<file path="src/rtl/core/ums_pkg.sv">
// Shared constants, types and functions for the 3x3 unsharp mask block.
// No dependencies; every other file in rtl/core refers to it by scoped names.
package ums_pkg;

    localparam int MAX_WIDTH  = 1024;
    localparam int MAX_HEIGHT = 1024;

    localparam int PIX_W     = 8;
    localparam int DIM_W     = 11;
    localparam int COL_W     = $clog2(MAX_WIDTH);
    localparam int ROW_W     = $clog2(MAX_HEIGHT);
    localparam int CFG_IDX_W = 2;

    localparam logic [CFG_IDX_W-1:0] REG_IMAGE_WIDTH  = CFG_IDX_W'(0);
    localparam logic [CFG_IDX_W-1:0] REG_IMAGE_HEIGHT = CFG_IDX_W'(1);

    localparam logic [DIM_W-1:0] WIDTH_RESET  = DIM_W'(640);
    localparam logic [DIM_W-1:0] HEIGHT_RESET = DIM_W'(480);
    localparam logic [DIM_W-1:0] DIM_MIN      = DIM_W'(3);

    localparam logic CMD_PIXEL = 1'b0;
    localparam logic CMD_DRAIN = 1'b1;

    typedef logic [8:0][PIX_W-1:0] t_win;

    typedef struct packed {
        logic emit;
        logic interior;
        logic last;
    } t_meta;

    typedef struct packed {
        logic [PIX_W-1:0] up;
        logic [PIX_W-1:0] mid;
        logic [PIX_W-1:0] px;
        t_meta            meta;
    } t_s1;

    // Saturate a dimension register to 3..hi.
    function automatic logic [DIM_W-1:0] eff_dim(input logic [DIM_W-1:0] v,
                                                 input logic [DIM_W-1:0] hi);
        if (v < DIM_MIN) begin
            return DIM_MIN;
        end else if (v > hi) begin
            return hi;
        end
        return v;
    endfunction

    // 3p - 2*floor(binomial/16), clamped to a byte.
    function automatic logic [PIX_W-1:0] sharpen(input t_win win);
        logic [11:0]        sum;
        logic [PIX_W-1:0]   blur;
        logic signed [11:0] v;
        sum = 12'(win[0]) + (12'(win[1]) << 1) + 12'(win[2])
            + (12'(win[3]) << 1) + (12'(win[4]) << 2) + (12'(win[5]) << 1)
            + 12'(win[6]) + (12'(win[7]) << 1) + 12'(win[8]);
        blur = sum[11:4];
        v = $signed(12'(win[4]) + (12'(win[4]) << 1)) - $signed({3'b000, blur, 1'b0});
        if (v < 12'sd0) begin
            return '0;
        end else if (v > 12'sd255) begin
            return '1;
        end
        return v[PIX_W-1:0];
    endfunction

endpackage

</file>
<file path="src/rtl/core/ums_if.sv">


interface ums_cfg_if;
    logic                          valid;
    logic                          ready;
    logic [ums_pkg::CFG_IDX_W-1:0] addr;
    logic [ums_pkg::DIM_W-1:0]     data;

    modport source (output valid, output addr, output data, input ready);
    modport sink   (input valid, input addr, input data, output ready);
endinterface

</file>
<file path="src/rtl/core/ums_cfg.sv">
// Configuration registers for frame width and height, with saturated copies.
// Depends on ums_pkg and ums_cfg_if.
module ums_cfg (
    input  logic                      i_clk,
    input  logic                      i_rst_n,
    ums_cfg_if.sink                   i_cfg,
    output logic [ums_pkg::DIM_W-1:0] o_width,
    output logic [ums_pkg::DIM_W-1:0] o_height
);

    logic [ums_pkg::DIM_W-1:0] r_width, n_width;
    logic [ums_pkg::DIM_W-1:0] r_height, n_height;

    assign i_cfg.ready = 1'b1;

    always_comb begin
        n_width  = r_width;
        n_height = r_height;
        if (i_cfg.valid) begin
            case (i_cfg.addr)
                ums_pkg::REG_IMAGE_WIDTH:  n_width  = i_cfg.data;
                ums_pkg::REG_IMAGE_HEIGHT: n_height = i_cfg.data;
                default: ;  // unknown register: drop
            endcase
        end
    end

    always_ff @(posedge i_clk) begin
        if (!i_rst_n) begin
            r_width  <= ums_pkg::WIDTH_RESET;
            r_height <= ums_pkg::HEIGHT_RESET;
        end else begin
            r_width  <= n_width;
            r_height <= n_height;
        end
    end

    assign o_width  = ums_pkg::eff_dim(r_width, ums_pkg::DIM_W'(ums_pkg::MAX_WIDTH));
    assign o_height = ums_pkg::eff_dim(r_height, ums_pkg::DIM_W'(ums_pkg::MAX_HEIGHT));

endmodule

</file>
<file path="src/flat_wrapper.sv">
// flat-port wrapper written by rule: the top's interface ports become plain ports
module ums_cfg_flat 
  (i_clk, i_rst_n, o_width, o_height, i_cfg_valid, i_cfg_addr, i_cfg_data, i_cfg_ready);
  ums_cfg_if i_cfg_i ();
  input  logic i_clk;
  input  logic i_rst_n;
  output logic [ums_pkg::DIM_W-1:0] o_width;
  output logic [ums_pkg::DIM_W-1:0] o_height;
  input wire logic [$bits(i_cfg_i.valid)-1:0] i_cfg_valid;
  input wire logic [$bits(i_cfg_i.addr)-1:0] i_cfg_addr;
  input wire logic [$bits(i_cfg_i.data)-1:0] i_cfg_data;
  output wire logic [$bits(i_cfg_i.ready)-1:0] i_cfg_ready;
  assign i_cfg_i.valid = i_cfg_valid;
  assign i_cfg_i.addr = i_cfg_addr;
  assign i_cfg_i.data = i_cfg_data;
  assign i_cfg_ready = i_cfg_i.ready;
  ums_cfg u_core (.i_clk(i_clk), .i_rst_n(i_rst_n), .i_cfg(i_cfg_i), .o_width(o_width), .o_height(o_height));
endmodule
</file>
<file path="config.mk">
export PLATFORM = sky130hd
export DESIGN_NAME = ums_cfg_flat
export DESIGN_NICKNAME = d
export VERILOG_FILES = /design/src/rtl/core/ums_pkg.sv /design/src/rtl/core/ums_if.sv /design/src/rtl/core/ums_cfg.sv /design/src/flat_wrapper.sv
export SDC_FILE = /design/constraint.sdc
export NUM_CORES = 1
export LEC_CHECK = 0
export BUFFER_PORTS_ARGS = -buffer_cell sky130_fd_sc_hd__buf_2
export CORE_AREA = 8 8 67 83
export CTS_CLUSTER_SIZE = 16
export DETAILED_ROUTE_END_ITERATION = 7
export DIE_AREA = 0 0 75 91
export GPL_TIMING_DRIVEN = 0
export SLEW_MARGIN = 20
export SYNTH_ARGS = -nofsm -noshare
export SYNTH_HDL_FRONTEND = slang
export SYNTH_SLANG_ARGS = --single-unit
</file>
<file path="constraint.sdc">
create_clock -name i_clk -period 1 [get_ports i_clk]
set_input_delay 0.05 -clock i_clk [delete_from_list [all_inputs] [get_ports i_clk]]
set_output_delay 0.05 -clock i_clk [all_outputs]
set_load 0.005 [all_outputs]
</file>
==> out/results.ini <==
[routing]
drtIter0Drc = 38
drc_errors = 0
dr_total_vias = 1024
detail-route-antenna-nets = 0
wl_per_cell_microns = 11.92
avgViaCountPerCell = 4.285
drt_pre_antenna_iters = 4
routed_wl_mm = 2.848

[clock_network]
cts_made_buffers = 3
cts_root_buf = clkbuf_8
cts_htree_levels = 1
cts.sinks = 22
worstSkewPairLatency_ns = 0.25
cts_max_path_buffers = 2
cts_tree = built
path_clk_slew_ns = 0.07

[worst_hold_path]
hold_depth = 3
hold_path.class = in -> reg

[synth]
synth_top_area_share_pct = 43.30
ys_types = 18
async_flop_share_pct = 0
seq_area_frac_synth_pct = 43.30
synth_common_cells = nand2_1 (44), dfxtp_1 (22), nor2b_1 (16)
yosysTopAreaCell = dfxtp_1
synth_area_per_cell_sq_um = 7.706
yosysMostFrequentCell = nand2_1
synth_edf_count = 0
ys_ff_latch = 22
syn_inst = 132
yosys-top-cells-area = dfxtp_1 (43%), nand2_1 (16%), nor2b_1 (9.8%), a21boi_0 (5.9%), a21boi_1 (5.9%)
synth_warnings = 0
netlist_area_sq_um = 1017
synth_nets = 148
ys_dominant_reg_cell = dfxtp_1

[worst_setup_path]
worst_r2r_path_depth = 4
cp-start-kind = flip-flop
worstSetupEndpointType = output pin
critical_path_required_ns = 0.95
arrival_ns = 1.22
path_class = reg -> out
worstPathMaxFanout = 2

[cells_and_area]
stdcell_count = 239
fin_nets = 199
layout-drive-gt1-share_pct = 41.99
fillers = 489
stdcell_area_sq_um = 1546
syn2layout_area_growth_pct = 52.03
diodes = 0

[place]
dpl.cell_count = 227
port_buffers = 37
dp_hpwl_mm = 2.144
gp_congestion = 0.7667
placed_cell_area_sq_um = 1275

[floorplan]
die_h_microns = 91
pin_count = 39
die-area_sq_um = 6825
die_w_microns = 75
std_cell_rows = 27
start_util_pct = 23.71
core-area_sq_um = 4290

[run_status]
outcome = finished with violations
violations = setup timing

[grt]
grt_pass1_vias = 1086
grt_max_degree = 12
antenna_found_initial = 0
grt-ovfl-total = 0
grt_pass1_wl_mm = 4.719
track_usage_pct = 8.713

[power_and_ir_drop]
combPwrFrac_pct = 15.9
switching_share_pct = 23.50
clock_power_share_pct = 29.7
p_int_mw = 1.329
powerDensity_nw_per_um2 = 1124
seqPwrFrac_pct = 54.4
p_sw_mw = 0.4082
irDropWorstVdd_mv = 0.5428
p_leak_nw = 0.6890

[sta]
slew_viol_final = 0
clock_skew_ns = 0
max_freq_ghz = 0.7892
finalSetupViolCount = 11
period_share_pct = 126.7
fin_hold_ws_ns = 0.02416
min_period_ns = 1.267
setup_slack_ns = -0.2671
hold_viol_final = 0
rsz0062_at_grt = yes

[flow_run]
drv_cap = 0

==> power by group through the flow <==
stage               combinational (mW)  clock (mW)  sequential (mW)
floorplan                        0.127           0            0.946
global placement                 0.227           0            0.953
detailed placement               0.229           0            0.953
CTS                              0.269       0.544            0.948
global route                     0.310       0.566            0.951
finish                           0.275       0.517            0.945
==> flip-flops by register name, indices dropped and copies added (netlist names) <==
register / count
u_core.r_height: 11
u_core.r_width: 11
==> metal layers <==
| layer | vias to the layer above | GRT usage, % | routed length (microns) |
|---|---|---|---|
| li1 | 521 | - | - |
| met1 | 476 | 9.411 | 1187 |
| met3 | 2 | 2.090 | 174 |
| met5 | - | 0 | 0 |
| met4 | 0 | 2.951 | 19 |
| met2 | 25 | 15.61 | 1466 |
==> final timing paths <==
check                                      endpoint  slack [ns]                 from
worst max register to register  u_core.r_height[10]        0.13  u_core.r_height[10]
worst min-delay path             u_core.r_height[5]        0.02        i_cfg_data[5]
worst max-delay path                    o_height[1]       -0.27   u_core.r_height[5]
worst min register to register    u_core.r_width[1]        0.46    u_core.r_width[1]
==> cell usage in the layout (no fill, tap or decap) <==
cell type / Yosys / layout
nand2_1: 44 / 44
dfxtp_4: 0 / 4
buf_8: 0 / 4
nor3b_2: 1 / 1
nor4_4: 0 / 4
clkbuf_8: 0 / 3
buf_6: 1 / 6
buf_4: 2 / 4
buf_2: 2 / 39
nor2b_1: 16 / 13
nand3b_1: 1 / 1
a21boi_0: 8 / 8
dfxtp_2: 0 / 7
a21oi_1: 4 / 4
nor2_1: 4 / 4
conb_1: 1 / 1
a21boi_1: 8 / 8
nand3_1: 6 / 6
or3b_1: 1 / 1
clkbuf_1: 6 / 4
dfxtp_1: 22 / 11
and3b_2: 1 / 1
nor2b_4: 0 / 3
==> final cells by class <==
cell class / instances / area [sq um] / area share [%]
multi-input combinational: 99 / 600.6 / 38.84
sequential: 22 / 464.2 / 30.02
timing repair buffer: 46 / 286.5 / 18.53
buffer: 11 / 81.33 / 5.259
tap: 58 / 72.57 / 4.693
clock buffer: 3 / 41.29 / 2.670
==> logic make-up after synthesis <==
kind of cell	count (synthesis)	synth area share, %
AND/OR/NAND/NOR	78	36.78
flip-flops	22	43.30
AO/OA/AOI/OAI	20	13.78
buffers and inverters	11	5.780
other	1	0.3686
==> per-stage QoR <==
stage | power (mW) | util (%) | worst slack [ns] | setup TNS (ns)
final | 1.737 | 36.05 | -0.2671 | -1.028
after global placement | 1.180 | 29.72 | -0.06832 | -0.2772
after detailed placement | 1.182 | 29.72 | -0.09668 | -0.3386
after floorplan | 1.072 | - | 0.1167 | 0
after CTS | 1.761 | 34.79 | -0.2741 | -1.217
after global routing | 1.828 | 36.05 | -0.3692 | -2.210
==> what timing repair did <==
action,4_1_cts,5_1_grt
setup buffers,7,0
resized for setup,25,19
cloned,2,0
endpoints found under the setup margin,19,21
pin swaps,8,6
hold buffers,0,0
==> worst max-delay path, stage by stage (launching register included) <==
cell and delay, ns:
dfxtp_4 0.36, nor4_4 0.29, a21oi_1 0.10, nor2_1 0.10, buf_2 0.12
Power figures use the tool's default switching activity.
