<file path="src/rtl/core/ums_pkg.sv">
// Shared constants, types and functions for the 3x3 unsharp mask block.
// No dependencies; every other file in rtl/core refers to it by scoped names.
package ums_pkg;

    localparam int MAX_WIDTH  = 1024;
    localparam int MAX_HEIGHT = 1024;

    localparam int PIX_W     = 8;
    localparam int DIM_W     = 11;
    localparam int COL_W     = $clog2(MAX_WIDTH);
    localparam int ROW_W     = $clog2(MAX_HEIGHT);
    localparam int CFG_IDX_W = 2;

    localparam logic [CFG_IDX_W-1:0] REG_IMAGE_WIDTH  = CFG_IDX_W'(0);
    localparam logic [CFG_IDX_W-1:0] REG_IMAGE_HEIGHT = CFG_IDX_W'(1);

    localparam logic [DIM_W-1:0] WIDTH_RESET  = DIM_W'(640);
    localparam logic [DIM_W-1:0] HEIGHT_RESET = DIM_W'(480);
    localparam logic [DIM_W-1:0] DIM_MIN      = DIM_W'(3);

    localparam logic CMD_PIXEL = 1'b0;
    localparam logic CMD_DRAIN = 1'b1;

    typedef logic [8:0][PIX_W-1:0] t_win;

    typedef struct packed {
        logic emit;
        logic interior;
        logic last;
    } t_meta;

    typedef struct packed {
        logic [PIX_W-1:0] up;
        logic [PIX_W-1:0] mid;
        logic [PIX_W-1:0] px;
        t_meta            meta;
    } t_s1;

    // Saturate a dimension register to 3..hi.
    function automatic logic [DIM_W-1:0] eff_dim(input logic [DIM_W-1:0] v,
                                                 input logic [DIM_W-1:0] hi);
        if (v < DIM_MIN) begin
            return DIM_MIN;
        end else if (v > hi) begin
            return hi;
        end
        return v;
    endfunction

    // 3p - 2*floor(binomial/16), clamped to a byte.
    function automatic logic [PIX_W-1:0] sharpen(input t_win win);
        logic [11:0]        sum;
        logic [PIX_W-1:0]   blur;
        logic signed [11:0] v;
        sum = 12'(win[0]) + (12'(win[1]) << 1) + 12'(win[2])
            + (12'(win[3]) << 1) + (12'(win[4]) << 2) + (12'(win[5]) << 1)
            + 12'(win[6]) + (12'(win[7]) << 1) + 12'(win[8]);
        blur = sum[11:4];
        v = $signed(12'(win[4]) + (12'(win[4]) << 1)) - $signed({3'b000, blur, 1'b0});
        if (v < 12'sd0) begin
            return '0;
        end else if (v > 12'sd255) begin
            return '1;
        end
        return v[PIX_W-1:0];
    endfunction

endpackage

</file>
<file path="src/rtl/core/ums_ctrl.sv">
// Input and output position counters; decides per transaction whether it
// enters the pipeline, emits a result, is interior, or ends the frame.
// Depends on ums_pkg.
module ums_ctrl (
    input  logic                      i_clk,
    input  logic                      i_rst_n,
    input  logic [ums_pkg::DIM_W-1:0] i_width,
    input  logic [ums_pkg::DIM_W-1:0] i_height,
    input  logic                      i_fire,
    input  logic                      i_cmd,
    output logic                      o_enter,
    output logic                      o_in_frame,
    output logic [ums_pkg::COL_W-1:0] o_col,
    output ums_pkg::t_meta            o_meta
);

    logic [ums_pkg::COL_W-1:0] r_in_col, n_in_col;
    logic [ums_pkg::DIM_W-1:0] r_in_row, n_in_row;
    logic [ums_pkg::COL_W-1:0] r_out_col, n_out_col;
    logic [ums_pkg::ROW_W-1:0] r_out_row, n_out_row;

    logic [ums_pkg::DIM_W-1:0] w_m1, w_m2, h_m1, h_m2;
    logic                      in_col_last, out_col_last;

    always_comb begin
        w_m1 = i_width - ums_pkg::DIM_W'(1);
        w_m2 = i_width - ums_pkg::DIM_W'(2);
        h_m1 = i_height - ums_pkg::DIM_W'(1);
        h_m2 = i_height - ums_pkg::DIM_W'(2);

        o_in_frame = r_in_row < i_height;
        // Drain tick while the frame is still arriving: ignore it.
        o_enter = i_fire && !(i_cmd == ums_pkg::CMD_DRAIN && o_in_frame);
        o_col   = r_in_col;

        o_meta.emit = (r_in_row >= ums_pkg::DIM_W'(2))
                   || (r_in_row == ums_pkg::DIM_W'(1) && r_in_col != '0);
        o_meta.interior = r_out_row != '0 && ums_pkg::DIM_W'(r_out_row) <= h_m2
                       && r_out_col != '0 && ums_pkg::DIM_W'(r_out_col) <= w_m2;
        out_col_last = ums_pkg::DIM_W'(r_out_col) == w_m1;
        o_meta.last  = out_col_last && ums_pkg::DIM_W'(r_out_row) == h_m1;

        in_col_last = ums_pkg::DIM_W'(r_in_col) == w_m1;

        n_in_col  = r_in_col;
        n_in_row  = r_in_row;
        n_out_col = r_out_col;
        n_out_row = r_out_row;
        if (o_enter) begin
            if (in_col_last) begin
                n_in_col = '0;
                if (r_in_row != '1) begin
                    n_in_row = r_in_row + ums_pkg::DIM_W'(1);
                end
            end else begin
                n_in_col = r_in_col + ums_pkg::COL_W'(1);
            end
            if (o_meta.emit) begin
                if (o_meta.last) begin
                    n_in_col  = '0;
                    n_in_row  = '0;
                    n_out_col = '0;
                    n_out_row = '0;
                end else if (out_col_last) begin
                    n_out_col = '0;
                    n_out_row = r_out_row + ums_pkg::ROW_W'(1);
                end else begin
                    n_out_col = r_out_col + ums_pkg::COL_W'(1);
                end
            end
        end
    end

    always_ff @(posedge i_clk) begin
        if (!i_rst_n) begin
            r_in_col  <= '0;
            r_in_row  <= '0;
            r_out_col <= '0;
            r_out_row <= '0;
        end else begin
            r_in_col  <= n_in_col;
            r_in_row  <= n_in_row;
            r_out_col <= n_out_col;
            r_out_row <= n_out_row;
        end
    end

endmodule

</file>
<file path="config.mk">
export PLATFORM = sky130hd
export DESIGN_NAME = ums_ctrl
export DESIGN_NICKNAME = d
export VERILOG_FILES = /design/src/rtl/core/ums_pkg.sv /design/src/rtl/core/ums_ctrl.sv
export SDC_FILE = /design/constraint.sdc
export NUM_CORES = 1
export LEC_CHECK = 0
export BUFFER_PORTS_ARGS = -buffer_cell sky130_fd_sc_hd__buf_2
export CORE_ASPECT_RATIO = 1.2
export CORE_MARGIN = 3
export CORE_UTILIZATION = 30
export DETAILED_ROUTE_END_ITERATION = 6
export GPL_ROUTABILITY_DRIVEN = 0
export PLACE_DENSITY = 0.44
export SYNTH_ARGS = -nofsm -noshare
export SYNTH_HDL_FRONTEND = slang
export SYNTH_SLANG_ARGS = --single-unit
</file>
<file path="constraint.sdc">
create_clock -name i_clk -period 3.9 [get_ports i_clk]
set_clock_uncertainty 0.05 [all_clocks]
set_input_delay 0.39 -clock i_clk [delete_from_list [all_inputs] [get_ports i_clk]]
set_output_delay 0.39 -clock i_clk [all_outputs]
set_load 0.03 [all_outputs]
</file>
==> metrics.csv, run 1 <==
stage,metric,value,unit
status,status,"finished, final reports clean",
final_layout,layout net count,643,
logic_synthesis,most common library cells after synthesis,"46 x nor2_1, 43 x ha_1, 41 x dfxtp_1",
drt,DRT antenna net count,0,
pwr,Seq pwr share,36.2,%
final_layout,ant diodes,0,
sta,Fin. Hold Viols,0,
drt,vias per std cell,5.45,
sta,achievable frequency,0.293,GHz
cts,CTS tree,yes,
logic_synthesis,Main synth FF type,dfxtp_1,
drt,vias,4053,
pwr,"Power, Total",1.17,mW
critical_path,Crit path required time,3460,ps
sta,final setup violation count,0,
pwr,Peak supply drop,0.196,mV
logic_synthesis,"EDFF count, synth",0,
logic_synthesis,most common cell in the netlist,nor2_1,
cts,CTS root buf,clkbuf_16,
drt,Detailed Route Iter0 Violations,236,
floorplanning,Die Area,0.0156,mm2
cts,number of gates resized after cts,0,
logic_synthesis,Synth top area share,19.4,%
pwr,clock power share,47.1,%
logic_synthesis,sequential-to-total area share from yosys stat,19.4,%
floorplanning,row cnt,46,
placed_design,IO Port Bufs,40,
critical_path,crit path capture type,output pin,
final_layout,fraction of layout cells with a size suffix above 1,12.9,%
pwr,Comb power frac,16.7,%
pwr,Lkg Pwr,1.97,nW
floorplanning,Die H,136,um
critical_path,CP max FO,7,
final_layout,"Core Util, Final",35.5,%
floorplanning,Die X,115,um
cts,CTS Hold Bufs,0,
global_route,initial antenna violation count,0,
final_layout,Area Growth Syn to Fin,13.2,%
drt,DR DRC count,0,
cts,Num CTS Buffers,5,
critical_path,reg2reg setup slack,780,ps
sta,post-route setup TNS,0,ps
drt,Routed Wire Length,12.5,mm
sta,Slew HR,51.5,%
sta,Period minus WS final,3420,ps
floorplanning,I/O pin count,41,
sta,final worst-path cycle share,87.6,%
placed_design,pre-CTS WS,270,ps
hold_path,HP Class,in -> reg,
floorplanning,core area,0.0135,mm2
logic_synthesis,dominant cells by area after synthesis,"dfxtp_1 19%, ha_1 13%, xnor2_1 8.1%",
pwr,Cell Int Power,0.863,mW
drt,Wirelength per Cell,16.8,um
cts,H-tree levels,2,
sta,Worst-Margin Slew,720,ps
logic_synthesis,Netlist Area Pre-Place,0.00424,mm2
global_route,pin count of the biggest net entering global routing,19,
cts,Clock transition at path regs,70,ps
logic_synthesis,syn_area_per_cell,7.82,um2
global_route,Tot GR Track Use,16.3,%
floorplanning,Starting Density,31.4,%
global_route,GRT overflow,0,
pwr,switching power,0.303,mW
global_route,first-pass GRT wire length,20.8,mm
logic_synthesis,"flops & latches, synth",41,
pwr,Power Density,243,mW/mm2
placed_design,post-DP HPWL,9.86,mm
drt,drt first pass iters,4,
global_route,vias in the first global route,4038,
cts,clk_lat worst skew,290,ps
cts,setup repair bufs after CTS,0,
logic_synthesis,Synth cell types,73,
sta,unrepaired setup endpoints after global routing,no,
cts,Clock Sinks,41,
logic_synthesis,Syn. warnings,0,
logic_synthesis,async set or reset register ratio after synthesis,0,%
critical_path,WS Path Type,in -> out,
logic_synthesis,Post-Synthesis Cells,542,
job,Max Cap Viol,0,
critical_path,Critical Path Source Type,primary input,
critical_path,WP data arrival,2980,ps
sta,final worst setup slack,484,ps
sta,Pins Over Slew Limit,0,
logic_synthesis,Synth area leader,dfxtp_1,
pwr,switch share,26.0,%
final_layout,Fillers,1443,
sta,hold_ws,454,ps
logic_synthesis,Mapped Nets,611,
cts,CTS Buffer Depth,2,
-- worst max-delay path: stages --
cell and delay [ps]:
buf_2 130, inv_1 120, ha_1 350, nand2_1 130, xnor2_1 150, ha_1 290
a21o_1 180, a21o_1 160, a21oi_1 130, o21ai_0 100, a21o_1 180, a21o_1 170
a211oi_1 250, buf_2 240
-- state kept, by name, indices dropped and copies added (netlist names) --
signal / count
o_col: 10
r_out_col: 10
r_in_row: 11
r_out_row: 10
-- stage by stage --
stage	cells	area (um2)
2_1_floorplan	542	4240
3_3_place_gp	735	4610
3_5_place_dp	735	4610
4_1_cts	743	4800
5_1_grt	743	4800
6_report	743	4800
-- final timing paths --
kind | startpoint | endpoint | cells past startpoint
setup / recovery | i_height[1] | o_meta[1] | 14
hold / removal | i_rst_n | o_col[5] | 2
setup reg to reg | r_in_row[2] | r_in_row[6] | 11
hold reg to reg | o_col[1] | o_col[1] | 2
-- kinds of logic after synthesis --
kind of cell	share of synthesized area (%)
flip-flops	19.4
multiplexers	0.738
AND/OR/NAND/NOR	31.7
buffers and inverters	5.43
AO/OA/AOI/OAI	16.1
adder cells (fa/ha/maj)	12.7
XOR/XNOR	14.0
-- per-layer routing --
| metal | GRT usage, % | vias up | wire length (um) | part of all wire (%) |
|---|---|---|---|---|
| met5 | 0 | - | 0 | 0 |
| met4 | 4.42 | 0 | 177 | 1.4 |
| met3 | 1.69 | 13 | 363 | 2.9 |
| met2 | 28.6 | 70 | 6130 | 49 |
| met1 | 21.2 | 1926 | 5830 | 47 |
| li1 | - | 2044 | - | - |
-- power groups by stage --
stage	logic [mW]	clock network [mW]	registers, mW
after floorplan	0.130	0	0.433
after global placement	0.192	0	0.431
after detailed placement	0.194	0	0.432
after CTS	0.195	0.561	0.422
after global routing	0.216	0.573	0.422
final	0.194	0.550	0.422
-- final cells by class --
class / count / area (um2) / share of cell area, %
inverters: 32 / 120 / 2.50
flip-flops and latches: 41 / 821 / 17.1
well taps: 168 / 210 / 4.38
repair buffers: 49 / 268 / 5.58
clock buffers: 5 / 125 / 2.61
clock inverters: 3 / 68.8 / 1.43
multi-input cells: 445 / 3190 / 66.4
-- placed cells by master, fill, tap and decap left out, drive strengths merged, types with 5 or more instances in the layout --
cell / n
o22ai: 5
ha: 43
buf: 49
inv: 33
nor4b: 7
nor4: 14
nand3: 29
xnor2: 39
nor3b: 5
nand2: 29
clkbuf: 5
and3: 17
nand2b: 8
nand4: 17
nor2: 47
a211oi: 6
xor2: 26
dfxtp: 41
a21oi: 17
nor3: 26
a21o: 10
nor2b: 6
o21ai: 17
Note: power is estimated with default switching activity, not from simulation.
==> inputs of run 2 (changes only) <==
--- a/config.mk
+++ b/config.mk
@@ -12,6 +12,7 @@
 export DETAILED_ROUTE_END_ITERATION = 6
 export GPL_ROUTABILITY_DRIVEN = 0
 export PLACE_DENSITY = 0.44
+export RECOVER_POWER = 100
 export SYNTH_ARGS = -nofsm -noshare
 export SYNTH_HDL_FRONTEND = slang
 export SYNTH_SLANG_ARGS = --single-unit
==> run 2 against run 1 <==
  * Largest power group unchanged
  * Largest cell class unchanged
  * Global-route usage unchanged
  * Flip-flop and latch count unchanged
  * Sequential share of layout area increased by 0.11 points
==> metrics.csv, run 2 (same netlist as run 1, synthesis figures left out) <==
stage,metric,value,unit
cts,Clock transition at path regs,70,ps
critical_path,"slowest stage delay, CP",540,ps
sta,achievable frequency,0.282,GHz
pwr,Peak supply drop,0.195,mV
sta,final setup violation count,0,
pwr,"Power, Total",1.16,mW
cts,setup repair bufs after CTS,0,
global_route,vias in the first global route,4038,
global_route,GRT overflow,0,
critical_path,crit path capture type,flop,
cts,Num CTS Buffers,5,
drt,Wirelength per Cell,16.8,um
placed_design,IO Port Bufs,40,
floorplanning,I/O pin count,41,
cts,number of gates resized after cts,0,
drt,drt first pass iters,4,
cts,clk_lat worst skew,290,ps
floorplanning,Die X,115,um
sta,hold_ws,451,ps
critical_path,CP max FO,13,
floorplanning,Die Area,0.0156,mm2
sta,Slew HR,53.7,%
floorplanning,row cnt,46,
hold_path,HP Class,in -> reg,
global_route,first-pass GRT wire length,20.8,mm
cts,Clock Sinks,41,
final_layout,area of the multi-input gates,0.00319,mm2
critical_path,WS Path Type,in -> reg,
critical_path,WP data arrival,3680,ps
sta,Period minus WS final,3550,ps
drt,Routed Wire Length,12.5,mm
status,status,"finished, final reports clean",
job,Max Cap Viol,0,
sta,Worst-Margin Slew,687,ps
sta,post-route setup TNS,0,ps
final_layout,ant diodes,0,
critical_path,Crit path max-delay family,simple AND/OR/NAND/NOR gates,
cts,CTS root buf,clkbuf_16,
drt,vias,4078,
global_route,pin count of the biggest net entering global routing,19,
pwr,Lkg Pwr,1.90,nW
sta,Pins Over Slew Limit,0,
cts,CTS tree,yes,
sta,Fin. Hold Viols,0,
placed_design,post-DP HPWL,9.86,mm
sta,final worst setup slack,351,ps
critical_path,Buffers & Inverters on Critical Path,4,
sta,unrepaired setup endpoints after global routing,no,
final_layout,"most common cell after layout, fill and taps aside",nor2_1,
final_layout,Register Area,821,um2
pwr,Power Density,244,mW/mm2
floorplanning,core area,0.0135,mm2
placed_design,post-place instance area,0.00461,mm2
final_layout,Area Growth Syn to Fin,12.5,%
final_layout,fraction of layout cells with a size suffix above 1,9.74,%
cts,H-tree levels,2,
drt,vias per std cell,5.49,
final_layout,Final Cell Area,0.00477,mm2
drt,Detailed Route Iter0 Violations,225,
floorplanning,Die H,136,um
cts,CTS Buffer Depth,2,
final_layout,most frequent cells in the layout,"47 x nor2_1, 43 x ha_1, 41 x dfxtp_1, 39 x xnor2_1, 32 x inv_1",
final_layout,Fillers,1446,
placed_design,pre-CTS WS,270,ps
global_route,Tot GR Track Use,16.3,%
final_layout,Top reg by flops,r_in_row,
critical_path,Critical Path Source Type,primary input,
drt,DRT antenna net count,0,
cts,CTS Hold Bufs,0,
critical_path,"critical path, cell by cell",buf_2 -> inv_1 -> ha_1 -> or4b_4 -> xnor3_1 -> a2111oi_0 -> buf_4 -> a21bo_1 -> nor4_4 -> clkbuf_1 -> nor4_1 -> mux2_2,
final_layout,max reg flops,11,
drt,DR DRC count,0,
critical_path,CP max stage cell,or4b_4,
global_route,initial antenna violation count,0,
floorplanning,Starting Density,31.4,%
sta,final worst-path cycle share,91.0,%
final_layout,layout net count,643,
critical_path,Crit path required time,4030,ps
run 2: changes by cell type in the layout (fill, tap and decap cells not counted), sizes merged:
cell / previous run / this run
clkbuf: 5 / 23
buf: 49 / 31
run 2: final timing paths:
| path | to | depth (start not counted) | from | slack [ps] |
|---|---|---|---|---|
| max | o_col[8] | 12 | i_width[2] | 350 |
| min reg2reg | o_col[1] | 2 | o_col[1] | 480 |
| min | o_col[5] | 2 | i_rst_n | 450 |
| max reg2reg | r_in_row[6] | 11 | r_in_row[2] | 680 |
run 2: per-stage QoR:
step           std cells  utilization, %
2_1_floorplan        542               -
3_3_place_gp         735            34.1
3_5_place_dp         735            34.1
4_1_cts              743            35.5
5_1_grt              743            35.3
6_report             743            35.3
run 2: cell type report:
class,instances,area share [%]
multi-input cells,445,66.8
flip-flops and latches,41,17.2
repair buffers,49,5.03
well taps,168,4.40
clock buffers,5,2.62
inverters,32,2.52
clock inverters,3,1.44
run 2: worst reg2reg max path, stage by stage (launching register included):
cell and delay, ps:
dfxtp_1 460, ha_1 300, a21o_1 160, a31oi_1 130, o21ai_0 140, a2111oi_0 420
clkbuf_1 290, nand2b_1 350, inv_1 230, nand2_1 120, nand2_2 240, a211oi_1 260
run 2: where the power goes:
part           internal, mW  switching, mW
Clock                 0.369          0.181
Combinational        0.0730          0.120
Sequential            0.420        0.00217
Total                 0.862          0.302
run 2: routing by layer:
metal  wire length, um  global-route usage [%]  vias to the layer above  part of all wire, %
li1                  -                       -                     2048                    -
met1              5830                    21.2                     1944                   47
met2              6130                    28.6                       72                   49
met3               360                    1.69                       14                  2.9
met4               183                    4.42                        0                  1.5
met5                 0                       0                        -                    0
