`src/rtl/core/ums_pkg.sv`:
```
// Shared constants, types and functions for the 3x3 unsharp mask block.
// No dependencies; every other file in rtl/core refers to it by scoped names.
package ums_pkg;

    localparam int MAX_WIDTH  = 1024;
    localparam int MAX_HEIGHT = 1024;

    localparam int PIX_W     = 8;
    localparam int DIM_W     = 11;
    localparam int COL_W     = $clog2(MAX_WIDTH);
    localparam int ROW_W     = $clog2(MAX_HEIGHT);
    localparam int CFG_IDX_W = 2;

    localparam logic [CFG_IDX_W-1:0] REG_IMAGE_WIDTH  = CFG_IDX_W'(0);
    localparam logic [CFG_IDX_W-1:0] REG_IMAGE_HEIGHT = CFG_IDX_W'(1);

    localparam logic [DIM_W-1:0] WIDTH_RESET  = DIM_W'(640);
    localparam logic [DIM_W-1:0] HEIGHT_RESET = DIM_W'(480);
    localparam logic [DIM_W-1:0] DIM_MIN      = DIM_W'(3);

    localparam logic CMD_PIXEL = 1'b0;
    localparam logic CMD_DRAIN = 1'b1;

    typedef logic [8:0][PIX_W-1:0] t_win;

    typedef struct packed {
        logic emit;
        logic interior;
        logic last;
    } t_meta;

    typedef struct packed {
        logic [PIX_W-1:0] up;
        logic [PIX_W-1:0] mid;
        logic [PIX_W-1:0] px;
        t_meta            meta;
    } t_s1;

    // Saturate a dimension register to 3..hi.
    function automatic logic [DIM_W-1:0] eff_dim(input logic [DIM_W-1:0] v,
                                                 input logic [DIM_W-1:0] hi);
        if (v < DIM_MIN) begin
            return DIM_MIN;
        end else if (v > hi) begin
            return hi;
        end
        return v;
    endfunction

    // 3p - 2*floor(binomial/16), clamped to a byte.
    function automatic logic [PIX_W-1:0] sharpen(input t_win win);
        logic [11:0]        sum;
        logic [PIX_W-1:0]   blur;
        logic signed [11:0] v;
        sum = 12'(win[0]) + (12'(win[1]) << 1) + 12'(win[2])
            + (12'(win[3]) << 1) + (12'(win[4]) << 2) + (12'(win[5]) << 1)
            + 12'(win[6]) + (12'(win[7]) << 1) + 12'(win[8]);
        blur = sum[11:4];
        v = $signed(12'(win[4]) + (12'(win[4]) << 1)) - $signed({3'b000, blur, 1'b0});
        if (v < 12'sd0) begin
            return '0;
        end else if (v > 12'sd255) begin
            return '1;
        end
        return v[PIX_W-1:0];
    endfunction

endpackage

```
`src/rtl/core/ums_if.sv`:
```


interface ums_pix_out_if;
    logic                      valid;
    logic                      ready;
    logic [ums_pkg::PIX_W-1:0] pixel_out;
    logic                      frame_end;

    modport source (output valid, output pixel_out, output frame_end, input ready);
    modport sink   (input valid, input pixel_out, input frame_end, output ready);
endinterface


```
`src/rtl/core/ums_window.sv`:
```
// 3x3 window registers, sharpening filter and the output register.
// Depends on ums_pkg and ums_pix_out_if.
module ums_window (
    input  logic          i_clk,
    input  logic          i_rst_n,
    input  logic          i_valid,
    input  ums_pkg::t_s1  i_s1,
    output logic          o_ready,
    ums_pix_out_if.source o_pix
);

    ums_pkg::t_win             r_win;
    logic                      r_s2_valid, n_s2_valid;
    ums_pkg::t_meta            r_s2_meta;
    logic                      r_ov, n_ov;
    logic [ums_pkg::PIX_W-1:0] r_pixel;
    logic                      r_frame_end;

    logic out_free, s1_take, s2_move;

    assign out_free = !r_ov || o_pix.ready;
    assign o_ready  = !r_s2_valid || out_free;
    assign s1_take  = i_valid && o_ready;
    assign s2_move  = r_s2_valid && out_free;

    always_comb begin
        n_s2_valid = r_s2_valid;
        if (s1_take) begin
            n_s2_valid = 1'b1;
        end else if (out_free) begin
            n_s2_valid = 1'b0;
        end
        n_ov = r_ov;
        if (out_free) begin
            n_ov = s2_move && r_s2_meta.emit;
        end
    end

    always_ff @(posedge i_clk) begin
        if (!i_rst_n) begin
            r_win      <= '0;
            r_s2_valid <= 1'b0;
            r_ov       <= 1'b0;
        end else begin
            r_s2_valid <= n_s2_valid;
            r_ov       <= n_ov;
            if (s1_take) begin
                // Advance each row by one column; new column enters on the right.
                for (int r = 0; r < 3; r++) begin
                    r_win[r*3]   <= r_win[r*3+1];
                    r_win[r*3+1] <= r_win[r*3+2];
                end
                r_win[2] <= i_s1.up;
                r_win[5] <= i_s1.mid;
                r_win[8] <= i_s1.px;
            end
        end
    end

    always_ff @(posedge i_clk) begin
        if (s1_take) begin
            r_s2_meta <= i_s1.meta;
        end
        if (s2_move && r_s2_meta.emit) begin
            r_pixel     <= r_s2_meta.interior ? ums_pkg::sharpen(r_win) : r_win[4];
            r_frame_end <= r_s2_meta.last;
        end
    end

    assign o_pix.valid     = r_ov;
    assign o_pix.pixel_out = r_pixel;
    assign o_pix.frame_end = r_frame_end;

endmodule

```
`src/flat_wrapper.sv`:
```
// flat-port wrapper written by rule: the top's interface ports become plain ports
module ums_window_flat 
  (i_clk, i_rst_n, i_valid, i_s1, o_ready, o_pix_valid, o_pix_pixel_out, o_pix_frame_end, o_pix_ready);
  ums_pix_out_if o_pix_i ();
  input  logic i_clk;
  input  logic i_rst_n;
  input  logic i_valid;
  input  ums_pkg::t_s1 i_s1;
  output logic o_ready;
  output wire logic [$bits(o_pix_i.valid)-1:0] o_pix_valid;
  output wire logic [$bits(o_pix_i.pixel_out)-1:0] o_pix_pixel_out;
  output wire logic [$bits(o_pix_i.frame_end)-1:0] o_pix_frame_end;
  input wire logic [$bits(o_pix_i.ready)-1:0] o_pix_ready;
  assign o_pix_valid = o_pix_i.valid;
  assign o_pix_pixel_out = o_pix_i.pixel_out;
  assign o_pix_frame_end = o_pix_i.frame_end;
  assign o_pix_i.ready = o_pix_ready;
  ums_window u_core (.i_clk(i_clk), .i_rst_n(i_rst_n), .i_valid(i_valid), .i_s1(i_s1), .o_ready(o_ready), .o_pix(o_pix_i));
endmodule
```
`config.mk`:
```
export PLATFORM = sky130hd
export DESIGN_NAME = ums_window_flat
export DESIGN_NICKNAME = d
export VERILOG_FILES = /design/src/rtl/core/ums_pkg.sv /design/src/rtl/core/ums_if.sv /design/src/rtl/core/ums_window.sv /design/src/flat_wrapper.sv
export SDC_FILE = /design/constraint.sdc
export NUM_CORES = 1
export LEC_CHECK = 0
export BUFFER_PORTS_ARGS = -buffer_cell sky130_fd_sc_hd__buf_4
export CAP_MARGIN = 15
export CORE_MARGIN = 5
export CORE_UTILIZATION = 63
export CTS_BUF_LIST = sky130_fd_sc_hd__clkbuf_2 sky130_fd_sc_hd__clkbuf_4 sky130_fd_sc_hd__clkbuf_8
export DETAILED_ROUTE_END_ITERATION = 10
export GPL_ROUTABILITY_DRIVEN = 0
export MAX_ROUTING_LAYER = met4
export PLACE_DENSITY = 0.83
export SYNTH_ARGS = -nofsm -noshare
export SYNTH_HDL_FRONTEND = slang
export SYNTH_SLANG_ARGS = --single-unit
```
`constraint.sdc`:
```
create_clock -name i_clk -period 7.3 [get_ports i_clk]
set_input_delay 1.46 -clock i_clk [delete_from_list [all_inputs] [get_ports i_clk]]
set_output_delay 1.46 -clock i_clk [all_outputs]
set_load 0.005 [all_outputs]
```
==> reports/qor.csv, run 1 <==
stage;metric;value;unit
timing;Setup Skew;13.8;ps
cts;Sink Count;86;
worst_setup_path;Setup crit end kind;flop;
finish;most common cell after layout, fill and taps aside;nand2_1;
finish;layout cell share with drive strength beyond 1;13.0;%
floorplan;row count;35;
synthesis;Mean Syn Cell Area;8.92;µm²
pwr;clock power share;25.8;%
worst_setup_path;Setup crit start kind;flop;
timing;Slew Viols, Final;0;
timing;final hold vios;0;
detailed_routing;Vias;4544;
synthesis;syn_nets;778;
placed_design;Port-buffer cells;41;
detailed_routing;vias per cell;5.61;
floorplan;Chip Width;107;µm
floorplan;Starting Density;64.1;%
pwr;Power Internal;852;µW
synthesis;Syn Inst Count;661;
status;status;complete, no violations;
timing;worst hold slack;464;ps
finish;Final Core Density;71.3;%
cts;worst skew pair latency;370;ps
detailed_routing;first-pass detailed-route iteration total;5;
pwr;Final Power;1.28;mW
timing;Fin Setup TNS;0;ps
grt;number of global-route vias before repair;4536;
job;Max Cap Violations;0;
detailed_routing;DR iter-0 viols;198;
worst_setup_path;largest stage delay on the critical path;550;ps
synthesis;Top FF cell, synth;dfxtp_1;
worst_setup_path;CP bufs+invs;4;
pwr;combinational share of power;33.7;%
timing;fin crit period;6940;ps
finish;synth-to-layout area growth;11.2;%
min_path;min-delay worst type;reg2reg;
floorplan;boundary pin count;42;
cts;Clock transition at path regs;90;ps
synthesis;YS warnings;0;
finish;Net count, final;811;
cts;Inserted Clock Buffers;9;
cts;CTS root buf;clkbuf_8;
worst_setup_path;Crit path max-delay family;adder cells;
floorplan;core area;0.00920;mm²
synthesis;Netlist cell types;50;
floorplan;die height;107;µm
detailed_routing;DR WL/cell;14.4;µm
synthesis;Seq/Total Area, Yosys;31.2;%
pwr;P_leak;2.67;nW
timing;Setup violations, final;0;
worst_setup_path;Arrival @ worst endpoint;7070;ps
synthesis;FFs w/ async S/R, synth;0;%
synthesis;EDFF count, synth;12;
finish;ANT cells;0;
timing;Fmax;144;MHz
worst_setup_path;Req. time, crit path;7430;ps
timing;Worst Max-Slew Pin Slew;742;ps
detailed_routing;ANT nets after route;0;
cts;clk buf depth;2;
timing;crit share post-route;95.1;%
placed_design;DP HPWL;8690;µm
worst_setup_path;cell mode on critical path;fa_1;
synthesis;cell area after synthesis;0.00589;mm²
finish;most frequent cells in the layout;nand2_1, inv_1, a21boi_0, dfxtp_1, fa_1;
detailed_routing;Post-Route WL;11700;µm
grt;Tot GR Track Use;22.2;%
grt;initial antenna violation count;0;
worst_setup_path;Worst Path Max Fanout;7;
pwr;P_sw;431;µW
grt;largest net degree at the start of global routing;75;
timing;Slew HR;50.5;%
cts;Hold-fix buffers, CTS;0;
synthesis;Yosys reg bits;86;
grt;gr ovfl total;0;
cts;H-Tree Depth;3;
pwr;part of the power in registers;40.5;%
detailed_routing;DRC errors left;0;
floorplan;die area;0.0114;mm²
worst_setup_path;crit path max-delay cell type;fa_1;
finish;fillers;685;
grt;first-pass GRT wire length;20100;µm
worst_setup_path;kind of critical path;reg2reg;
pwr;maximum VDD drop;0.000135;V
pwr;Power Dens Cells;196;mW/mm²
pwr;net switching fraction of the power;33.6;%
cts;CTS tree;built;
==> layout make-up <==
class                      instances  area, µm²  area share (%)
multi-input combinational        472       3730            56.9
sequential                        86       1840            28.1
timing repair buffer              47        357            5.44
inverter                          78        293            4.47
clock buffer                      14        180            2.75
tap                              111        139            2.12
clock inverter                     2       13.8           0.210
==> routing by layer <==
layer  part of all wire, %  vias to the layer above  global-route usage, %
li1                      -                     2223                      -
met4                   2.8                        0                   8.13
met1                    43                     2170                   27.3
met3                   4.6                       28                   4.58
met2                    49                      123                   36.4
met5                     0                        -                      -
==> state kept, by name, indices dropped and copies added, names as in the netlist <==
register,cells
u_core.r_win,72
u_core.o_pix.pixel_out,8
u_core.r_s2_meta,3
u_core.o_pix.frame_end,1
u_core.o_pix.valid,1
u_core.r_s2_valid,1
==> cell usage after synthesis, types with 2 or more instances <==
master | instances | area [µm²]
clkbuf_1 | 18 | 67.6
a21o_1 | 10 | 75.1
o21bai_1 | 2 | 15.0
nor3_1 | 4 | 20.0
edfxtp_1 | 12 | 360
or3_1 | 2 | 12.5
fa_1 | 50 | 1000
a211oi_1 | 4 | 30.0
o21ai_0 | 8 | 40.0
o31ai_1 | 2 | 15.0
nand2_1 | 155 | 582
nor2_1 | 25 | 93.8
xnor2_1 | 15 | 131
o21a_1 | 4 | 30.0
nand3b_1 | 3 | 22.5
nand3_1 | 4 | 20.0
ha_1 | 36 | 450
o2111ai_1 | 5 | 43.8
or2_2 | 4 | 25.0
nor2b_1 | 8 | 50.1
xor2_1 | 5 | 43.8
a31oi_1 | 2 | 12.5
dfxtp_1 | 74 | 1480
inv_1 | 77 | 289
a21oi_1 | 14 | 70.1
buf_1 | 6 | 22.5
o221ai_1 | 4 | 35.0
nand2b_1 | 2 | 12.5
a21boi_0 | 76 | 571
o41ai_1 | 2 | 17.5
nor3b_1 | 3 | 22.5
o211ai_1 | 7 | 52.6
==> through the flow <==
step	cell area (µm²)	worst slack (ps)	std cells
3_3_place_gp	6270	411	791
2_1_floorplan	5890	752	661
3_5_place_dp	6270	140	791
4_1_cts	6460	3.90	807
5_1_grt	6560	-15.4	810
6_report	6560	358	810
==> worst reg2reg max path: cells and delay by family (launching register included) <==
family	cells	cell delay, ps
compound gates	9	1740
xor+xnor	1	260
fa+ha+maj	8	3240
buf+inv	4	310
flops	1	350
simple gates	6	830
==> kinds of logic (layout without fill, tap and decap cells) <==
| kind of cell | count (synthesis) | after routing | share of synthesized area, % |
|---|---|---|---|
| buf+inv | 103 | 141 | 6.58 |
| compound gates | 148 | 148 | 18.6 |
| fa+ha+maj | 86 | 86 | 24.6 |
| flops | 86 | 86 | 31.2 |
| mux | 1 | 1 | 0.170 |
| simple gates | 217 | 217 | 15.8 |
| xor+xnor | 20 | 20 | 2.97 |
==> worst paths after layout <==
check                                                    from                                  end  slack [ps]  cells past startpoint
worst max-delay path             u_core.r_win[1]$_SDFFE_PN0P_  u_core.o_pix.pixel_out[0]$_DFFE_PP_         360                     28
worst min-delay path            u_core.r_s2_meta[0]$_DFFE_PP_     u_core.o_pix.frame_end$_DFFE_PP_         460                      0
worst max register to register   u_core.r_win[1]$_SDFFE_PN0P_  u_core.o_pix.pixel_out[0]$_DFFE_PP_         360                     28
worst min register to register  u_core.r_s2_meta[0]$_DFFE_PP_     u_core.o_pix.frame_end$_DFFE_PP_         460                      0
==> power groups by stage <==
| stage | sequential (mW) | clock (mW) | combinational [mW] |
|---|---|---|---|
| final | 0.520 | 0.331 | 0.433 |
| after floorplan | 0.525 | 0 | 0.319 |
| after global placement | 0.530 | 0 | 0.390 |
| after CTS | 0.520 | 0.336 | 0.413 |
| after detailed placement | 0.531 | 0 | 0.408 |
| after global routing | 0.523 | 0.356 | 0.484 |
==> repair_timing <==
action,CTS,global route
hold endpoints to repair,0,0
setup buffers,0,3
gates resized for setup,0,19
endpoints found under the setup margin,0,8
Note: power is estimated with default switching activity, not from simulation.
==> inputs of run 2 (changes only) <==
--- a/config.mk
+++ b/config.mk
@@ -9,10 +9,11 @@
 export CAP_MARGIN = 15
 export CORE_MARGIN = 5
-export CORE_UTILIZATION = 63
+export CORE_UTILIZATION = 35
 export CTS_BUF_LIST = sky130_fd_sc_hd__clkbuf_2 sky130_fd_sc_hd__clkbuf_4 sky130_fd_sc_hd__clkbuf_8
 export DETAILED_ROUTE_END_ITERATION = 10
 export GPL_ROUTABILITY_DRIVEN = 0
 export MAX_ROUTING_LAYER = met4
-export PLACE_DENSITY = 0.83
+export PLACE_DENSITY = 0.51
+export REMOVE_ABC_BUFFERS = 1
 export SYNTH_ARGS = -nofsm -noshare
 export SYNTH_HDL_FRONTEND = slang
==> constraint.sdc (replaced) <==
create_clock -name i_clk -period 7.3 [get_ports i_clk]
set_input_delay 1.46 -clock i_clk [delete_from_list [all_inputs] [get_ports i_clk]]
set_output_delay 1.46 -clock i_clk [all_outputs]
set_load 0.01 [all_outputs]
==> run 2 against run 1 <==
- maximum frequency up 1.8%
- critical path depth down 1
- via count down 3.7%
- global-route usage down 9.0 points
- combinational power down 4%
- sequential power about the same
- worst setup slack better by 120 ps
- die area up 72%
- clock power up 10%
- total power up 1.2%
- final area up 2.0%
- highest routed layer unchanged
==> reports/qor.csv, run 2 (synthesis gave the netlist of run 1 again) <==
stage;metric;value;unit;change
min_path;min-delay worst type;reg2reg;;
finish;max reg flops;72;;unchanged
grt;Tot GR Track Use;13.2;%;-9.0 points
cts;Inserted Clock Buffers;9;;unchanged
detailed_routing;Post-Route WL;12100;µm;+3.3%
grt;first-pass GRT wire length;20700;µm;+3.0%
timing;Setup violations, final;0;;unchanged
worst_setup_path;Worst Path Max Fanout;19;;+12
worst_setup_path;RR Startpoint;u_core.r_win[8]$_SDFFE_PN0P_;;
grt;largest net degree at the start of global routing;75;;unchanged
floorplan;row count;47;;+34%
grt;initial antenna violation count;0;;unchanged
worst_setup_path;Setup crit end kind;flop;;
pwr;maximum VDD drop;0.000107;V;-21%
detailed_routing;first-pass detailed-route iteration total;4;;-1
floorplan;die height;140;µm;+31%
cts;Clock transition at path regs;90;ps;about the same
grt;number of global-route vias before repair;4292;;-5.4%
worst_setup_path;Req. time, crit path;7500;ps;+70 ps
timing;crit share post-route;93.4;%;-1.7 points
pwr;P_leak;2.68;nW;+0.47%
timing;Slew Viols, Final;0;;unchanged
pwr;Final Power;1.30;mW;+1.2%
floorplan;boundary pin count;42;;unchanged
worst_setup_path;worst r2r dst;u_core.o_pix.pixel_out[5]$_DFFE_PP_;;
timing;Worst Max-Slew Pin Slew;816;ps;+73.9 ps
detailed_routing;DR iter-0 viols;204;;+3.0%
worst_setup_path;cell mode on critical path;fa_1;;
status;status;complete, no violations;;
detailed_routing;DRC errors left;0;;unchanged
floorplan;Starting Density;35.7;%;-28 points
placed_design;Port-buffer cells;41;;unchanged
timing;Slew HR;45.6;%;-4.9 points
detailed_routing;vias per cell;4.75;;-15%
detailed_routing;Vias;4374;;-3.7%
detailed_routing;DR WL/cell;13.1;µm;-9.0%
cts;Sink Count;86;;unchanged
worst_setup_path;Crit path max-delay family;adder cells;;
timing;Fin Setup TNS;0;ps;unchanged
floorplan;core area;0.0165;mm²;+80%
cts;Hold-fix buffers, CTS;0;;unchanged
finish;most common cell after layout, fill and taps aside;nand2_1;;
cts;H-Tree Depth;3;;unchanged
finish;most frequent cells in the layout;nand2_1, inv_1, a21boi_0, dfxtp_1, fa_1;;
finish;synth-to-layout area growth;13.4;%;
pwr;Power Dens Cells;194;mW/mm²;-0.71%
min_path;hold endpoint;u_core.o_pix.frame_end$_DFFE_PP_;;
worst_setup_path;largest stage delay on the critical path;540;ps;about the same
floorplan;die area;0.0195;mm²;+72%
timing;final hold vios;0;;unchanged
placed_design;DP HPWL;8960;µm;+3.1%
timing;fin crit period;6820;ps;-122 ps
finish;ANT cells;0;;unchanged
cts;clk buf depth;2;;unchanged
finish;Largest Register;u_core.r_win;;
detailed_routing;ANT nets after route;0;;unchanged
worst_setup_path;Worst setup startpoint;u_core.r_win[8]$_SDFFE_PN0P_;;
worst_setup_path;Arrival @ worst endpoint;7020;ps;-50 ps
grt;gr ovfl total;0;;unchanged
timing;Setup Skew;5.80;ps;-8.04 ps
job;Max Cap Violations;0;;unchanged
worst_setup_path;Setup crit start kind;flop;;
cts;CTS tree;built;;
min_path;number of cells on the worst hold path;0;;unchanged
worst_setup_path;R2R cell count;27;;-3.6%
worst_setup_path;R2R Setup Slk;480;ps;+120 ps
worst_setup_path;kind of critical path;reg2reg;;
finish;layout cell share with drive strength beyond 1;12.1;%;-0.88 points
finish;Net count, final;812;;+0.12%
worst_setup_path;CP bufs+invs;5;;+1
min_path;hold_sp;u_core.r_s2_meta[0]$_DFFE_PP_;;
timing;Fmax;147;MHz;+1.8%
cts;worst skew pair latency;370;ps;about the same
worst_setup_path;crit path max-delay cell type;fa_1;;
cts;CTS root buf;clkbuf_8;;
floorplan;Chip Width;140;µm;+31%
==> run 2: power breakdown <==
group	switching (mW)	internal, mW	leakage, nW
clock network	0.175	0.190	0.103
registers	0.0175	0.502	0.716
logic	0.230	0.185	1.86
==> run 2: cell type report <==
| class | count | area (µm²) |
|---|---|---|
| Clock inverter | 7 | 88.8 |
| Fill cell | 1672 | 9840 |
| Multi-Input combinational cell | 472 | 3700 |
| Clock buffer | 9 | 124 |
| Timing Repair Buffer | 48 | 360 |
| Inverter | 78 | 293 |
| Tap cell | 220 | 275 |
| Sequential cell | 86 | 1840 |
==> run 2: worst max-delay path by stage <==
stage	slack, ps	to	cells past startpoint
floorplan	540	u_core.o_pix.pixel_out[0]$_DFFE_PP_	26
global placement	290	u_core.o_pix.pixel_out[0]$_DFFE_PP_	27
detailed placement	160	u_core.o_pix.pixel_out[0]$_DFFE_PP_	27
CTS	110	u_core.o_pix.pixel_out[0]$_DFFE_PP_	27
global route	-30	u_core.o_pix.pixel_out[2]$_DFFE_PP_	28
finish	480	u_core.o_pix.pixel_out[5]$_DFFE_PP_	27
==> run 2: metal layers <==
metal  vias up  GRT usage, %  routed length [µm]
met5         -             -                   0
met4         0          3.52                 146
met3        17          3.29                 471
met2        67          20.5                5640
met1      2062          17.2                5820
li1       2228             -                   -
==> run 2: through the flow <==
step | hold slack [ps] | std cells | util, % | area, µm² | worst slack [ps]
floorplan | 400 | 636 | - | 5800 | 544
global placement | 410 | 900 | 38.8 | 6410 | 289
detailed placement | 420 | 900 | 38.8 | 6410 | 160
CTS | 441 | 916 | 40.1 | 6620 | 106
global route | 456 | 920 | 40.5 | 6690 | -26.6
finish | 435 | 920 | 40.5 | 6690 | 479
==> run 2: worst register-to-register path: cells and delay by family (launching register included) <==
family | cells | cell delay (ps)
buffers and inverters | 5 | 520
adder cells (fa/ha/maj) | 8 | 3220
AND/OR/NAND/NOR | 4 | 680
XOR/XNOR | 1 | 140
flip-flops | 1 | 360
AO/OA/AOI/OAI | 9 | 1730
==> run 2: timing repair <==
item / CTS / global route
gates resized for setup: 0 / 10
endpoints found under the setup margin: 0 / 8
setup buffers: 0 / 4
==> inputs of run 3 (changes only) <==
PLACE_DENSITY = 0.48   (was 0.51)
==> run 3 against run 2 <==
- worst setup slack worse by 97 ps
- sequential power about the same
- first-iteration DRC count down 30%
- clock power down 15%
- clock-buffer cell count up 2
- flip-flop and latch count unchanged
- global-route usage up 0.42 points
- wire length up 1.5%
- via count about the same
- core utilization down 0.57 points
- critical path type unchanged
==> reports/qor.csv, run 3 (synthesis gave the netlist of run 1 again) <==
stage;metric;value;unit;change
status;status;complete, no violations;;
min_path;min-delay worst type;reg2reg;;
detailed_routing;DR iter-0 viols;142;;-30%
worst_setup_path;R2R cell count;26;;-3.7%
pwr;maximum VDD drop;0.0000811;V;-24%
timing;crit share post-route;94.8;%;+1.3 points
floorplan;Chip Width;140;µm;unchanged
finish;Largest Register;u_core.r_win;;
pwr;Power Dens Cells;189;mW/mm²;-2.9%
floorplan;core area;0.0165;mm²;unchanged
timing;final hold vios;0;;unchanged
min_path;hold endpoint;u_core.o_pix.frame_end$_DFFE_PP_;;
pwr;P_leak;2.64;nW;-1.5%
grt;GR met1 Demand/Resource;17.2;%;-0.021 points
pwr;P_sw;429;µW;+1.6%
detailed_routing;DRC errors left;0;;unchanged
grt;first-pass GRT wire length;21200;µm;+2.5%
cts;Hold-fix buffers, CTS;0;;unchanged
grt;GRT Max-Usage Layer;met2;;
pwr;part of the power in registers;41.7;%;+1.7 points
worst_setup_path;R2R Setup Slk;380;ps;-100 ps
grt;Tot GR Track Use;13.6;%;+0.42 points
detailed_routing;Vias;4371;;-0.069%
cts;Clock transition at path regs;90;ps;about the same
timing;Worst Max-Slew Pin Slew;831;ps;+14.9 ps
min_path;hold_sp;u_core.r_s2_meta[0]$_DFFE_PP_;;
grt;number of global-route vias before repair;4385;;+2.2%
cts;Inserted Clock Buffers;9;;unchanged
cts;clk buf depth;2;;unchanged
pwr;net switching fraction of the power;34.5;%;+2.0 points
finish;final instance area;0.00659;mm²;-1.4%
detailed_routing;vias per cell;4.77;;+0.37%
worst_setup_path;Setup crit start kind;flop;;
grt;largest net degree at the start of global routing;76;;+1.3%
floorplan;Starting Density;35.7;%;unchanged
worst_setup_path;worst r2r dst;u_core.o_pix.pixel_out[0]$_DFFE_PP_;;
worst_setup_path;Req. time, crit path;7440;ps;-60 ps
floorplan;die height;140;µm;unchanged
pwr;combinational share of power;33.2;%;+1.2 points
finish;most common cell after layout, fill and taps aside;nand2_1;;
finish;max reg flops;72;;unchanged
cts;worst skew pair latency;380;ps;about the same
finish;most frequent cells in the layout;nand2_1, inv_1, a21boi_0, dfxtp_1, fa_1;;
min_path;number of cells on the worst hold path;0;;unchanged
job;Max Cap Violations;0;;unchanged
cts;post-CTS setup buffers;0;;unchanged
timing;Setup violations, final;0;;unchanged
worst_setup_path;kind of critical path;reg2reg;;
grt;gr ovfl total;0;;unchanged
cts;CTS root buf;clkbuf_8;;
placed_design;Port-buffer cells;41;;unchanged
pwr;Power Internal;815;µW;-7.1%
finish;layout cell share with drive strength beyond 1;11.2;%;-0.94 points
worst_setup_path;Worst Path Max Fanout;8;;-11
cts;CTS tree;built;;
cts;CTS resizes;0;;unchanged
timing;Fmax;145;MHz;-1.4%
finish;Non-Filler Instances;916;;-0.43%
floorplan;row count;47;;unchanged
timing;RSZ-0062 raised after global routing;yes;;
timing;Slew HR;44.6;%;-0.99 points
timing;worst hold slack;427;ps;-7.96 ps
detailed_routing;Post-Route WL;12300;µm;+1.5%
detailed_routing;DR WL/cell;13.4;µm;+1.9%
finish;Net count, final;808;;-0.49%
worst_setup_path;Setup crit end kind;flop;;
finish;synth-to-layout area growth;11.8;%;
floorplan;die area;0.0195;mm²;unchanged
pwr;clock power share;25.1;%;-3.0 points
timing;Slew Viols, Final;0;;unchanged
grt;GRT met3 Usage;2.47;%;-0.82 points
finish;ANT cells;0;;unchanged
timing;Setup Skew;9.32;ps;+3.52 ps
grt;initial antenna violation count;0;;unchanged
worst_setup_path;RR Startpoint;u_core.r_win[8]$_SDFFE_PN0P_;;
timing;fin crit period;6920;ps;+96.7 ps
grt;GRT met2 Usage;21.8;%;+1.3 points
timing;Fin Setup TNS;0;ps;unchanged
finish;fillers;1703;;+1.9%
detailed_routing;first-pass detailed-route iteration total;5;;+1
detailed_routing;ANT nets after route;0;;unchanged
placed_design;placed insts;900;;unchanged
placed_design;DP HPWL;9100;µm;+1.6%
cts;H-Tree Depth;3;;unchanged
cts;Sink Count;86;;unchanged
placed_design;placed cell area;0.00641;mm²;unchanged
floorplan;boundary pin count;42;;unchanged
worst_setup_path;Arrival @ worst endpoint;7050;ps;+30 ps
==> run 3: metrics by stage <==
stage | util, % | worst slack (ps) | power (mW)
CTS | 39.8 | 117 | 1.27
global placement | 38.8 | 274 | 0.940
global route | 39.9 | -8.78 | 1.35
finish | 39.9 | 383 | 1.24
floorplan | - | 544 | 0.840
detailed placement | 38.8 | 152 | 0.944
==> run 3: routing by layer <==
layer	vias up	wire, µm
met2	67	5840
met4	0	224
met1	2066	5780
met5	-	0
li1	2223	-
met3	15	421
==> run 3: power by group through the flow <==
stage | clock (mW) | combinational, mW | sequential (mW)
after floorplan | 0 | 0.313 | 0.527
after global placement | 0 | 0.410 | 0.531
after detailed placement | 0 | 0.413 | 0.532
after CTS | 0.335 | 0.416 | 0.520
after global routing | 0.352 | 0.471 | 0.523
final | 0.312 | 0.413 | 0.519
==> run 3: worst max-delay path, stage by stage (launching register included) <==
cell and delay (ps):
dfxtp_1 370, ha_1 200, inv_1 60, fa_1 400, nor2b_1 130, o21ai_1 100, a21boi_1 180, nor2_1 80
fa_1 480, inv_1 60, fa_1 500, fa_1 520, fa_1 540, inv_1 40, ha_1 330, a21o_1 190
a21oi_2 170, nor2b_1 70, o21a_1 190, o41a_1 320, xnor2_1 130, ha_1 340, and3_2 240, a221oi_4 340
nor3b_4 410, o21ai_1 100, and3_1 180
==> run 3: cell type report <==
type | count | area (µm²) | share of cell area (%)
multi-input combinational | 472 | 3680 | 55.8
sequential | 86 | 1840 | 27.9
timing repair buffer | 44 | 330 | 5.01
inverter | 78 | 293 | 4.44
tap | 220 | 275 | 4.18
clock buffer | 11 | 139 | 2.11
clock inverter | 5 | 35.0 | 0.532
==> run 3: worst max path at each step <==
stage                                          endpoint  slack [ps]  cells after the start                    startpoint
floorplan           u_core.o_pix.pixel_out[0]$_DFFE_PP_         540                     26  u_core.r_win[8]$_SDFFE_PN0P_
global route        u_core.o_pix.pixel_out[0]$_DFFE_PP_          -9                     26  u_core.r_win[8]$_SDFFE_PN0P_
CTS                 u_core.o_pix.pixel_out[0]$_DFFE_PP_         120                     26  u_core.r_win[8]$_SDFFE_PN0P_
detailed placement  u_core.o_pix.pixel_out[0]$_DFFE_PP_         150                     26  u_core.r_win[8]$_SDFFE_PN0P_
global placement    u_core.o_pix.pixel_out[0]$_DFFE_PP_         270                     26  u_core.r_win[8]$_SDFFE_PN0P_
finish              u_core.o_pix.pixel_out[0]$_DFFE_PP_         380                     26  u_core.r_win[8]$_SDFFE_PN0P_
